`config.mk`:
```
export PLATFORM = sky130hd
export DESIGN_NAME = lru_k_frame_replacer
export DESIGN_NICKNAME = d
export VERILOG_FILES = /design/src/lkr_pkg.sv /design/src/lru_k_frame_replacer.sv /design/src/lkr_ram.sv
export SDC_FILE = /design/constraint.sdc
export NUM_CORES = 2
export LEC_CHECK = 0
export BUFFER_PORTS_ARGS = -buffer_cell sky130_fd_sc_hd__buf_4
export CAP_MARGIN = 0
export CORE_MARGIN = 2
export CORE_UTILIZATION = 55
export CTS_CLUSTER_DIAMETER = 200
export DETAILED_ROUTE_END_ITERATION = 8
export HOLD_SLACK_MARGIN = 0.15
export PLACE_DENSITY = 0.8
export SETUP_SLACK_MARGIN = 0.02
export SLEW_MARGIN = 20
export SYNTH_ARGS = -nofsm -noshare
export SYNTH_HDL_FRONTEND = slang
export SYNTH_SLANG_ARGS = --single-unit
```
`constraint.sdc`:
```
create_clock -name clk -period 8.9 [get_ports clk]
set_clock_uncertainty 0.05 [all_clocks]
set_input_delay 1.78 -clock clk [delete_from_list [all_inputs] [get_ports clk]]
set_output_delay 1.78 -clock clk [all_outputs]
set_load 0.005 [all_outputs]
```
`src/lkr_pkg.sv`:
```
// ----------------------------------------------------------------------------
// lkr_pkg: shared types and constants for the LRU-K frame replacer
// Operation and status codes, default size, config register selector.
// ----------------------------------------------------------------------------
package lkr_pkg;
	localparam int FRAMES_DEF = 64;

	typedef enum logic [1:0] {
		OP_ACCESS = 2'd0,
		OP_MARK   = 2'd1,
		OP_REMOVE = 2'd2,
		OP_EVICT  = 2'd3
	} op_t;

	typedef enum logic [1:0] {
		ST_OK     = 2'd0,
		ST_EMPTY  = 2'd1,
		ST_RANGE  = 2'd2,
		ST_PINNED = 2'd3
	} status_t;

	localparam logic [0:0] CFG_DEPTH  = 1'b0;
	localparam logic [0:0] CFG_FRAMES = 1'b1;
endpackage

```
`src/lru_k_frame_replacer.sv`:
```
// ----------------------------------------------------------------------------
// lru_k_frame_replacer: LRU-K page frame replacement
// Per-frame state plus cold and hot order lists held in RAM.
// ----------------------------------------------------------------------------
// One request at a time. A sequencer walks a list RAM entry by entry, a read
// state then a compare state for each, through a single shared compare unit
// (find a frame, or find the first evictable entry), then closes the gap by
// copying each later entry down one place, reading it and then writing it.
// Access counts live in a small RAM and are read back in the state after an
// access to a present frame is taken. Out-of-range requests and evicts with
// nothing evictable go straight to the output register; mark requests and
// first accesses pass the tail-effects state first, a repeat access that stays
// cold also reads its count; remove, evict and a relinking access add the list
// scan and the shift-down on the list RAM port. The result sits in an output
// register, so the next request is taken once it is read.
module lru_k_frame_replacer
	#(
	parameter int FRAMES = lkr_pkg::FRAMES_DEF
) (
	input  logic       clk,
	input  logic       arst_n,
	input  logic       in_valid,
	output logic       in_ready,
	input  logic [1:0] operation,
	input  logic [5:0] frame,
	input  logic       evictable_flag,
	output logic       out_valid,
	input  logic       out_ready,
	output logic [1:0] status,
	output logic       victim_valid,
	output logic [5:0] victim_frame,
	output logic [6:0] evictable_count,
	input  logic       cfg_valid,
	output logic       cfg_ready,
	input  logic [0:0] cfg_index,
	input  logic [6:0] cfg_data
);
	import lkr_pkg::*;

	localparam int AW = $clog2(FRAMES);
	localparam int LW = $clog2(FRAMES + 1);

	typedef enum logic [7:0] {
		S_IDLE  = 8'b00000001,
		S_LOOK  = 8'b00000010, // access count read back
		S_SCAN  = 8'b00000100, // issue read of position pos_q
		S_CHECK = 8'b00001000, // compare read data
		S_SHIFT = 8'b00010000, // read pos+1
		S_MOVE  = 8'b00100000, // write pos
		S_FIN   = 8'b01000000, // apply tail effects
		S_OUT   = 8'b10000000
	} state_t;

	state_t state_q;

	// configuration
	logic [3:0] depth_q;
	logic [6:0] inuse_q;
	assign cfg_ready = (state_q == S_IDLE);
	always_ff @(posedge clk or negedge arst_n) begin
		if (!arst_n) begin
			depth_q <= 4'd2;
			inuse_q <= 7'd64;
		end else if (cfg_valid && cfg_ready) begin
			if (cfg_index == CFG_DEPTH) depth_q <= cfg_data[3:0];
			else inuse_q <= cfg_data;
		end
	end
	logic [3:0] k;
	assign k = (depth_q == 4'd0) ? 4'd1 : depth_q;

	// per-frame flags (reset to zero)
	logic [FRAMES-1:0] pres_q, evic_q, hot_q;
	logic [LW-1:0]     clen_q, hlen_q, etot_q;

	// request registers
	op_t        op_q;
	logic [5:0] f_q;
	logic       flag_q;
	logic [3:0] cnt_q;   // access count of the addressed frame
	logic [AW-1:0] fa, fi;
	assign fa = AW'(f_q);
	assign fi = AW'(frame);

	// scan control
	logic          lst_q;   // 0 cold, 1 hot
	logic [LW-1:0] pos_q;
	logic          push_q;  // append f to hot after the shift
	logic          forget_q;

	// list RAMs
	logic          c_we, h_we;
	logic [AW-1:0] waddr, raddr;
	logic [5:0]    wdata, c_rd, h_rd, rd;
	lkr_ram #(.WIDTH(6), .DEPTH(FRAMES)) u_cold (
		.clk(clk), .we(c_we), .waddr(waddr), .wdata(wdata), .raddr(raddr), .rdata(c_rd));
	lkr_ram #(.WIDTH(6), .DEPTH(FRAMES)) u_hot (
		.clk(clk), .we(h_we), .waddr(waddr), .wdata(wdata), .raddr(raddr), .rdata(h_rd));
	assign rd = lst_q ? h_rd : c_rd;

	// access counts; an entry is only read while its frame is present,
	// and a frame's first access always writes it
	logic       cnt_we;
	logic [3:0] cnt_wd, cnt_rd;
	lkr_ram #(.WIDTH(4), .DEPTH(FRAMES)) u_cnt (
		.clk(clk), .we(cnt_we), .waddr(fa), .wdata(cnt_wd), .raddr(fi), .rdata(cnt_rd));

	logic [LW-1:0] len;
	assign len = lst_q ? hlen_q : clen_q;

	// shared compare unit: match target frame, or first evictable entry
	logic hit;
	assign hit = (op_q == OP_EVICT) ? evic_q[AW'(rd)] : (rd == f_q);

	logic [LW-1:0] pos_n;
	assign pos_n = pos_q + LW'(1);

	logic [1:0] st_q;
	logic       vv_q;
	logic [5:0] vf_q;

	assign in_ready        = (state_q == S_IDLE);
	assign out_valid       = (state_q == S_OUT);
	assign status          = st_q;
	assign victim_valid    = vv_q;
	assign victim_frame    = vf_q;
	assign evictable_count = 7'(etot_q);

	// RAM port drive; FIN appends at a list tail (relinked or new frame)
	always_comb begin
		c_we   = 1'b0;
		h_we   = 1'b0;
		waddr  = pos_q[AW-1:0];
		wdata  = rd;
		raddr  = pos_q[AW-1:0];
		cnt_we = 1'b0;
		cnt_wd = (cnt_q < k) ? cnt_q + 4'd1 : cnt_q;
		if (state_q == S_SHIFT) raddr = pos_n[AW-1:0];
		if (state_q == S_MOVE) begin
			c_we = !lst_q;
			h_we = lst_q;
		end
		if (state_q == S_FIN) begin
			wdata = f_q;
			if (push_q) begin
				h_we  = 1'b1;
				waddr = hlen_q[AW-1:0];
			end else if (op_q == OP_ACCESS && !forget_q && !pres_q[fa]) begin
				if (k <= 4'd1) begin
					h_we  = 1'b1;
					waddr = hlen_q[AW-1:0];
				end else begin
					c_we  = 1'b1;
					waddr = clen_q[AW-1:0];
				end
			end
			if (op_q == OP_ACCESS && !forget_q) begin
				cnt_we = 1'b1;
				if (!pres_q[fa]) cnt_wd = 4'd1;
			end
		end
	end

	always_ff @(posedge clk or negedge arst_n) begin
		if (!arst_n) begin
			state_q  <= S_IDLE;
			pres_q   <= '0;
			evic_q   <= '0;
			hot_q    <= '0;
			clen_q   <= '0;
			hlen_q   <= '0;
			etot_q   <= '0;
			op_q     <= OP_ACCESS;
			f_q      <= '0;
			flag_q   <= 1'b0;
			cnt_q    <= 4'd0;
			lst_q    <= 1'b0;
			pos_q    <= '0;
			push_q   <= 1'b0;
			forget_q <= 1'b0;
			st_q     <= ST_OK;
			vv_q     <= 1'b0;
			vf_q     <= '0;
		end else begin
			case (state_q)
				S_IDLE: if (in_valid) begin
					op_q     <= op_t'(operation);
					f_q      <= frame;
					flag_q   <= evictable_flag;
					st_q     <= ST_OK;
					vv_q     <= 1'b0;
					vf_q     <= '0;
					push_q   <= 1'b0;
					forget_q <= 1'b0;
					pos_q    <= '0;
					if (op_t'(operation) == OP_EVICT) begin
						lst_q   <= 1'b0;
						state_q <= S_SCAN;
						if (etot_q == '0) begin
							st_q    <= ST_EMPTY;
							state_q <= S_OUT;
						end
					end else if ({1'b0, frame} >= inuse_q || 32'(frame) >= FRAMES) begin
						st_q    <= ST_RANGE;
						state_q <= S_OUT;
					end else begin
						state_q <= S_FIN;
						lst_q   <= hot_q[fi];
						case (op_t'(operation))
							OP_ACCESS: if (pres_q[fi]) state_q <= S_LOOK;
							OP_REMOVE: if (pres_q[fi]) begin
								if (evic_q[fi]) begin
									forget_q <= 1'b1;
									state_q  <= S_SCAN;
								end else st_q <= ST_PINNED;
							end
							default: ;
						endcase
					end
				end
				S_LOOK: begin
					cnt_q <= cnt_rd;
					// hot: always relink to tail; cold: only on reaching k
					if (hot_q[fa] || ({1'b0, cnt_rd} + 5'd1 >= {1'b0, k})) begin
						push_q  <= 1'b1;
						state_q <= S_SCAN;
					end else state_q <= S_FIN;
				end
				S_SCAN: begin
					if (pos_q >= len) begin
						if (op_q == OP_EVICT && !lst_q) begin
							lst_q <= 1'b1;
							pos_q <= '0;
						end else if (op_q == OP_EVICT) begin
							st_q    <= ST_EMPTY;
							state_q <= S_OUT;
						end else state_q <= S_FIN;
					end else state_q <= S_CHECK;
				end
				S_CHECK: begin
					if (hit) begin
						if (op_q == OP_EVICT) begin
							f_q      <= rd;
							vf_q     <= rd;
							vv_q     <= 1'b1;
							forget_q <= 1'b1;
						end
						state_q <= S_SHIFT;
					end else begin
						pos_q   <= pos_n;
						state_q <= S_SCAN;
					end
				end
				S_SHIFT: begin
					if (pos_n >= len) begin
						if (lst_q) hlen_q <= hlen_q - LW'(1);
						else clen_q <= clen_q - LW'(1);
						state_q <= S_FIN;
					end else state_q <= S_MOVE;
				end
				S_MOVE: begin
					pos_q   <= pos_n;
					state_q <= S_SHIFT;
				end
				S_FIN: begin
					state_q <= S_OUT;
					if (forget_q) begin
						pres_q[fa] <= 1'b0;
						evic_q[fa] <= 1'b0;
						hot_q[fa]  <= 1'b0;
						if (etot_q != '0) etot_q <= etot_q - LW'(1);
					end else if (op_q == OP_ACCESS) begin
						if (!pres_q[fa]) begin
							pres_q[fa] <= 1'b1;
							evic_q[fa] <= 1'b0;
							if (k <= 4'd1) begin
								hot_q[fa] <= 1'b1;
								hlen_q    <= hlen_q + LW'(1);
							end else clen_q <= clen_q + LW'(1);
						end else if (push_q) begin
							hot_q[fa] <= 1'b1;
							hlen_q    <= (lst_q ? hlen_q : hlen_q) + LW'(1);
						end
					end else if (op_q == OP_MARK) begin
						if (pres_q[fa] && evic_q[fa] != flag_q) begin
							evic_q[fa] <= flag_q;
							if (flag_q) etot_q <= etot_q + LW'(1);
							else if (etot_q != '0) etot_q <= etot_q - LW'(1);
						end
					end
				end
				S_OUT: if (out_ready) state_q <= S_IDLE;
				default: state_q <= S_IDLE;
			endcase
		end
	end

	// assertions
	a_one_hot: assert property (@(posedge clk) disable iff (!arst_n) $onehot(state_q))
		else $error("state not one-hot");
	a_len: assert property (@(posedge clk) disable iff (!arst_n)
		(32'(clen_q) + 32'(hlen_q)) <= FRAMES) else $error("list overflow");
	a_etot: assert property (@(posedge clk) disable iff (!arst_n)
		32'(etot_q) == $countones(evic_q)) else $error("evictable total drift");
	a_victim: assert property (@(posedge clk) disable iff (!arst_n)
		out_valid && victim_valid |-> status == ST_OK) else $error("victim with error");
endmodule

```
`src/lkr_ram.sv`:
```
// ----------------------------------------------------------------------------
// lkr_ram: generic single-port-write, one-read RAM
// Registered read data.
// ----------------------------------------------------------------------------
module lkr_ram #(
	parameter int WIDTH = 8,
	parameter int DEPTH = 64
) (
	input  logic                     clk,
	input  logic                     we,
	input  logic [$clog2(DEPTH)-1:0] waddr,
	input  logic [WIDTH-1:0]         wdata,
	input  logic [$clog2(DEPTH)-1:0] raddr,
	output logic [WIDTH-1:0]         rdata
);
	logic [WIDTH-1:0] mem_q [DEPTH];

	always_ff @(posedge clk) begin
		if (we) mem_q[waddr] <= wdata;
		rdata <= mem_q[raddr];
	end
endmodule
```
Yosys cells after proc, flatten, opt, wreduce, memory -nomap -nowiden. Memory sizes are Yosys's and may differ from the RTL's. A register that Yosys moved wholly into a read port is not among the register bits. Cells that the tools add are included.

Add/subtract/negate cells: 9. Order comparisons: 10. Equality and inequality tests: 39. Mux-type cells: 140. Bitwise operators: 7. Reduce and logical (&&, ||, !) cells: 41.

Operators by type and width (count): 2-to-1 mux 64 bit (13); 2-to-1 mux 7 bit (29); bitwise AND 64 bit (3); OR 64 bit (2); 2-to-1 mux 6 bit (11); bitwise mux 64 bit (1); 2-to-1 mux 8 bit (8); NOT 64 bit (1); one-hot mux 8 bit (8 select lines) (1); 2-to-1 mux 1 bit (43); binary-select mux 1 bit (select 6 bit) (7); one-hot mux 7 bit (2 select lines) (3); inequality test 2 bit, second input constant (16); adder 7 x 1 -> 7 bit, second input constant (4); one-hot mux 7 bit (4 select lines) (1); one-hot mux 6 bit (2 select lines) (2); less-than comparator 6 x 7 -> 1 bit, second input constant (3); subtractor 7 x 1 -> 7 bit, second input constant (3); 2-to-1 mux 4 bit (5); 2-to-1 mux 2 bit (9); AND reduction 4 bit (4); inequality test 3 bit, second input constant (5); AND reduction 5 bit (3); >= comparator 7 bit (2); other kinds (39) (67).

Register bits after elaboration: 264. Memory bits (writable): 1024. Input bits: 22. Output and inout port bits: 19. Word-level logic and storage cells: 269. Memories kept: 3.

Memory list: u_cold.mem_q (depth 64, width 6, read ports 1, clocked after Yosys merged registers in 1, write ports 1, line lkr_ram.sv:16) `logic [WIDTH-1:0] mem_q [DEPTH];`; u_hot.mem_q (depth 64, width 6, read ports 1, clocked after Yosys merged registers in 1, write ports 1, line lkr_ram.sv:16); u_cnt.mem_q (depth 64, width 4, read ports 1, clocked after Yosys merged registers in 1, write ports 1, line lkr_ram.sv:16).

Longest topological paths before layout.
Depth in word-level cells: 9. Gate-level depth with buffers: 16. Depth with buffers taken out: 13.

By module. Synthesis repeated with hierarchy kept, for this count alone.

Cells, all modules: 3915. Area, all modules: 59340.7 µm².

By module, submodules not included: lkr_ram (u_cold ...) (instances 2, cells each 720, area an instance 15225.9 µm², sequential area each 11651.2 µm²); lru_k_frame_replacer (instances 1, cells each 1946, area an instance 18532.8 µm², sequential area each 6610.1 µm²); lkr_ram (u_cnt) (instances 1, cells each 529, area an instance 10356.2 µm², sequential area each 7767.4 µm²).

Least setup slack after synthesis. OpenSTA, ideal clock, no wires.

Kind: register -> register. Start point: reg state_q[3]. End point: mem u_cold.mem_q[0][1] (data pin). Setup time: 0.892 ns. Data arrival time: 5.473 ns. Data required time: 7.958 ns. Path slack: 2.485 ns. Cell stages (with the launch flop): 8. Path buffers: 2. Period minus slack after synthesis: 6.415 ns. Path through: dfrtp_1 nor4_1 nand2_1 nor3b_1 inv_1 clkbuf_1 clkbuf_1 a21oi_1.

Word-level cells in the longest chain between the ends: 2.

Ends and longest elaborated chain: start, declared (line lru_k_frame_replacer.sv:54) `state_t state_q;`; start signal, assigned (line lru_k_frame_replacer.sv:166) `state_q <= S_IDLE;`; start signal, assigned (line lru_k_frame_replacer.sv:198) `state_q <= S_SCAN;`; start signal, assigned (line lru_k_frame_replacer.sv:201) `state_q <= S_OUT;`; == test 8 x 7 -> 1 bit (line lru_k_frame_replacer.sv:143) `if (state_q == S_FIN) begin`; 2-to-1 mux 6 bit (line lru_k_frame_replacer.sv:143); net u_cold.wdata[1] (line lkr_ram.sv:12) `input logic [WIDTH-1:0] wdata,`; end, declared (line lkr_ram.sv:16).

The timed path passes the listed nets, and every way through them passes these cells.

Final worst setup path.
Start point: reg f_q[2]. End point: mem u_cold.mem_q[34][3], enable pin.

Word-level cells in the longest chain between the ends: 9. Elaborated cells on any way between the ends: 12. Classes of those cells: mux (10); reduce/logical (2).

Ends and longest elaborated chain: start, declared (line lru_k_frame_replacer.sv:78) `logic [5:0] f_q;`; start signal, assigned (line lru_k_frame_replacer.sv:188) `f_q <= frame;`; start signal, assigned (line lru_k_frame_replacer.sv:243) `f_q <= rd;`; binary-select mux 1 bit (select 6 bit) * (line lru_k_frame_replacer.sv:148) `end else if (op_q == OP_ACCESS && !forget_q && !pres_q[fa]) begin`; 2-to-1 mux 1 bit (not written as such) * (line lru_k_frame_replacer.sv:148); zero test 1 bit *; logical AND 1 bit * (line lru_k_frame_replacer.sv:148); 2-to-1 mux 1 bit (line lru_k_frame_replacer.sv:148); 2-to-1 mux 1 bit (line lru_k_frame_replacer.sv:145) `if (push_q) begin`; 2-to-1 mux 1 bit (line lru_k_frame_replacer.sv:143); 2-to-1 mux 1 bit (line lkr_ram.sv:19) `if (we) mem_q[waddr] <= wdata;`; 2-to-1 mux 1 bit (not written as such) (line lkr_ram.sv:19).

Every way passes the cells marked *; elsewhere a longest branch is shown, timed or not. The select of a mux whose other input is x is not followed.

==> results.yml <==
power:
  p_per_area_mw_per_mm2: 277.2
  total_power_mw: 17.73
  max-vdd-ir-drop_mv: 0.2723
  leakagePower_nw: 22.90
synth:
  synthesis.instances: 4559
  async_reset_ff_share_pct: 20.25
  synth_area_leaders: "edfxtp_1, dfrtp_1, mux4_2, nand2_1, mux2i_1"
  syn-mean-instance-area_um2: 12.75
  ys_seq_area_share_pct: 64.83
  yosys_warnings: 0
  synth_fp_nets: 4625
  yosysTopAreaCellShare_pct: 52.91
  synth-edff-count: 1024
  synth.distinct_cells: 85
  ys.flop_type: "edfxtp_1"
  synth_top_cell_by_area: "edfxtp_1"
  ys_ff_latch: 1304
  synth.cell_area_mm2: 0.05812
place:
  dpl_cell_area_mm2: 0.05981
  dpl.hpwl_um: 101300
  dp_slack_ns: 3.079
  portBuffers: 40
  place_congestion: 1.025
global_route:
  grt_max_degree: 205
  use_met2_pct: 46.92
  grt_pass1_wl_um: 241700
  use_met1_pct: 38.04
  grtUsageTotal_pct: 29.58
  grt_pass1_vias: 38580
  grt-busiest-layer: "met2"
  antenna_found_initial: 2
  globalRouteMet3Util_pct: 6.991
  grt-ovfl-total: 0
clock_network:
  clock-sinks: 1304
  clock_latency_ns: 0.74
  clkSlewWorstSetupHoldPaths_ns: 0.07
  htree_levels: 3
  cts_tree: "yes"
  cts_setup_buffers: 0
  cts_buffer_depth: 3
  cts.repair.resized: 0
  cts-root-buf: "clkbuf_16"
  hold_buffers: 0
  cts_made_buffers: 119
setup_path:
  cp.arrival_ns: 6.42
  crit_fanout: 39
  reg2reg_setup_slack_ns: 2.78
  critPathCaptureType: "register"
  critPathKind: "register to register"
  cp-start-kind: "register"
  critical_path_required_ns: 9.20
layout:
  final_nets: 4564
  area_delta_synth_final_pct: 10.03
  final_area_mm2: 0.06395
  post-route-util_pct: 60.84
  drive_gt1_share_pct: 11.95
outcome:
  run_status: "finished, final reports clean"
timing:
  timing.final.crit_share_pct: 68.77
  worst_pin_slew_ns: 1.323
  drv_slew: 0
  period_needed_ns: 6.121
  slew_headroom_pct: 11.07
  fmax_mhz: 163.4
  setup_ws_ns: 2.779
  fin_tns_setup_ns: 0
  setup_viol: 0
  rsz0062_at_grt: "false"
  finalHoldViolCount: 0
route:
  wl_per_cell_um: 26.92
  dr.pass1.iters: 6
  wl_um: 161400
  post-route-drc-count: 0
  viasPerCell: 6.669
  first_iter_violations: 6214
  final_antenna_net_count: 0
  vias: 39970
floorplan:
  start_util_pct: 55.29
  ios: 41
  die_x_um: 329.1
  dieArea_mm2: 0.1083
  row_count: 119
  coreArea_mm2: 0.1051
  die_h_um: 329.1
flow_run:
  cap_viol_max_count: 0
worst_hold_path:
  min_path_type: "register to register"
## state kept, by name, indices dropped and copies added (netlist names), 4 cells and up, named ones only
name             cells
u_cold.mem_q       384
u_hot.mem_q        384
u_cnt.mem_q        256
evic_q              64
state_q              8
clen_q               7
evictable_count      7
hlen_q               7
inuse_q              7
pos_q                7
f_q                  6
u_cold.rdata         6
u_hot.rdata          6
victim_frame         6
cnt_q                4
depth_q              4
u_cnt.rdata          4
## routing by layer
| layer | wire (µm) | up-vias |
|---|---|---|
| li1 | - | 17080 |
| met1 | 57960 | 19510 |
| met2 | 75490 | 2785 |
| met3 | 17960 | 596 |
| met4 | 9963 | 0 |
| met5 | 0 | - |
## path summary, 6_finish.rpt
check,start,end,cells past startpoint
worst max-delay path,f_q[2],u_cold.mem_q[34][3],10
worst min-delay path,clen_q[6],clen_q[6],1
worst max register to register,f_q[2],u_cold.mem_q[34][3],10
worst min register to register,clen_q[6],clen_q[6],1
max in group asynchronous,arst_n,forget_q,2
min in group asynchronous,arst_n,async pin,1
## cell usage after synthesis, types with 86 or more instances
library cell,n
a21oi_1,160
a32oi_1,86
clkbuf_1,208
dfrtp_1,261
edfxtp_1,1024
mux2i_1,184
mux4_2,145
nand2_1,833
nand3_1,248
nand4_1,103
nor2_1,307
o21ai_0,215
## where the power goes
group / switching [mW] / internal (mW)
combinational: 3.27 / 1.24
clock: 2.27 / 3.05
sequential: 0.315 / 7.59
total: 5.86 / 11.9
## cell type report
class | instances | area, µm²
clock inverters | 71 | 927.1
clock buffers | 153 | 3196
fillers | 7711 | 41170
well taps | 1391 | 1740
flip-flops and latches | 1304 | 37680
inverters | 55 | 206.4
diodes | 2 | 5.005
multi-input cells | 2905 | 19280
repair buffers | 113 | 909.6
## cell usage in the layout, fill, tap and decap left out, drive strengths merged, types with 42 or more instances in the layout
master / synthesis / layout
o31ai: 54 / 54
edfxtp: 1024 / 1024
buf: 87 / 113
a21oi: 163 / 163
mux2: 53 / 53
mux2i: 184 / 184
a31oi: 86 / 86
clkinv: 4 / 49
nor2: 308 / 308
a32oi: 86 / 86
ha: 42 / 42
nand4: 103 / 103
clkbuf: 208 / 153
nand3: 248 / 248
nand2: 837 / 837
dfrtp: 261 / 261
o21ai: 215 / 215
inv: 51 / 53
mux4: 145 / 145
## cell families after synthesis
kind of cell	synth area share (%)
AO/OA/AOI/OAI	8.949
flip-flops	64.83
XOR/XNOR	0.5124
buffers and inverters	2.491
adder cells (fa/ha/maj)	0.9731
multiplexers	9.821
AND/OR/NAND/NOR	12.42
## worst max-delay path, cell delays in order, from the launching register on
cell      delay (ns)
dfrtp_2         0.58
buf_4           0.47
nor2b_1         0.70
a22oi_1         0.16
a22o_1          0.24
a222oi_1        0.85
and3_1          0.73
a32oi_1         0.31
nor2_1          0.65
nand2_1         0.38
nor2_1          0.60
## stage by stage
step | hold slack [ns] | cells
final | 0.4310 | 5994
after global routing | 0.4407 | 5993
after CTS | 0.4276 | 5992
after detailed placement | 0.4137 | 5768
after global placement | 0.4067 | 5768
after floorplan | 0.3914 | 4559
(Power assumes the default switching activity.)
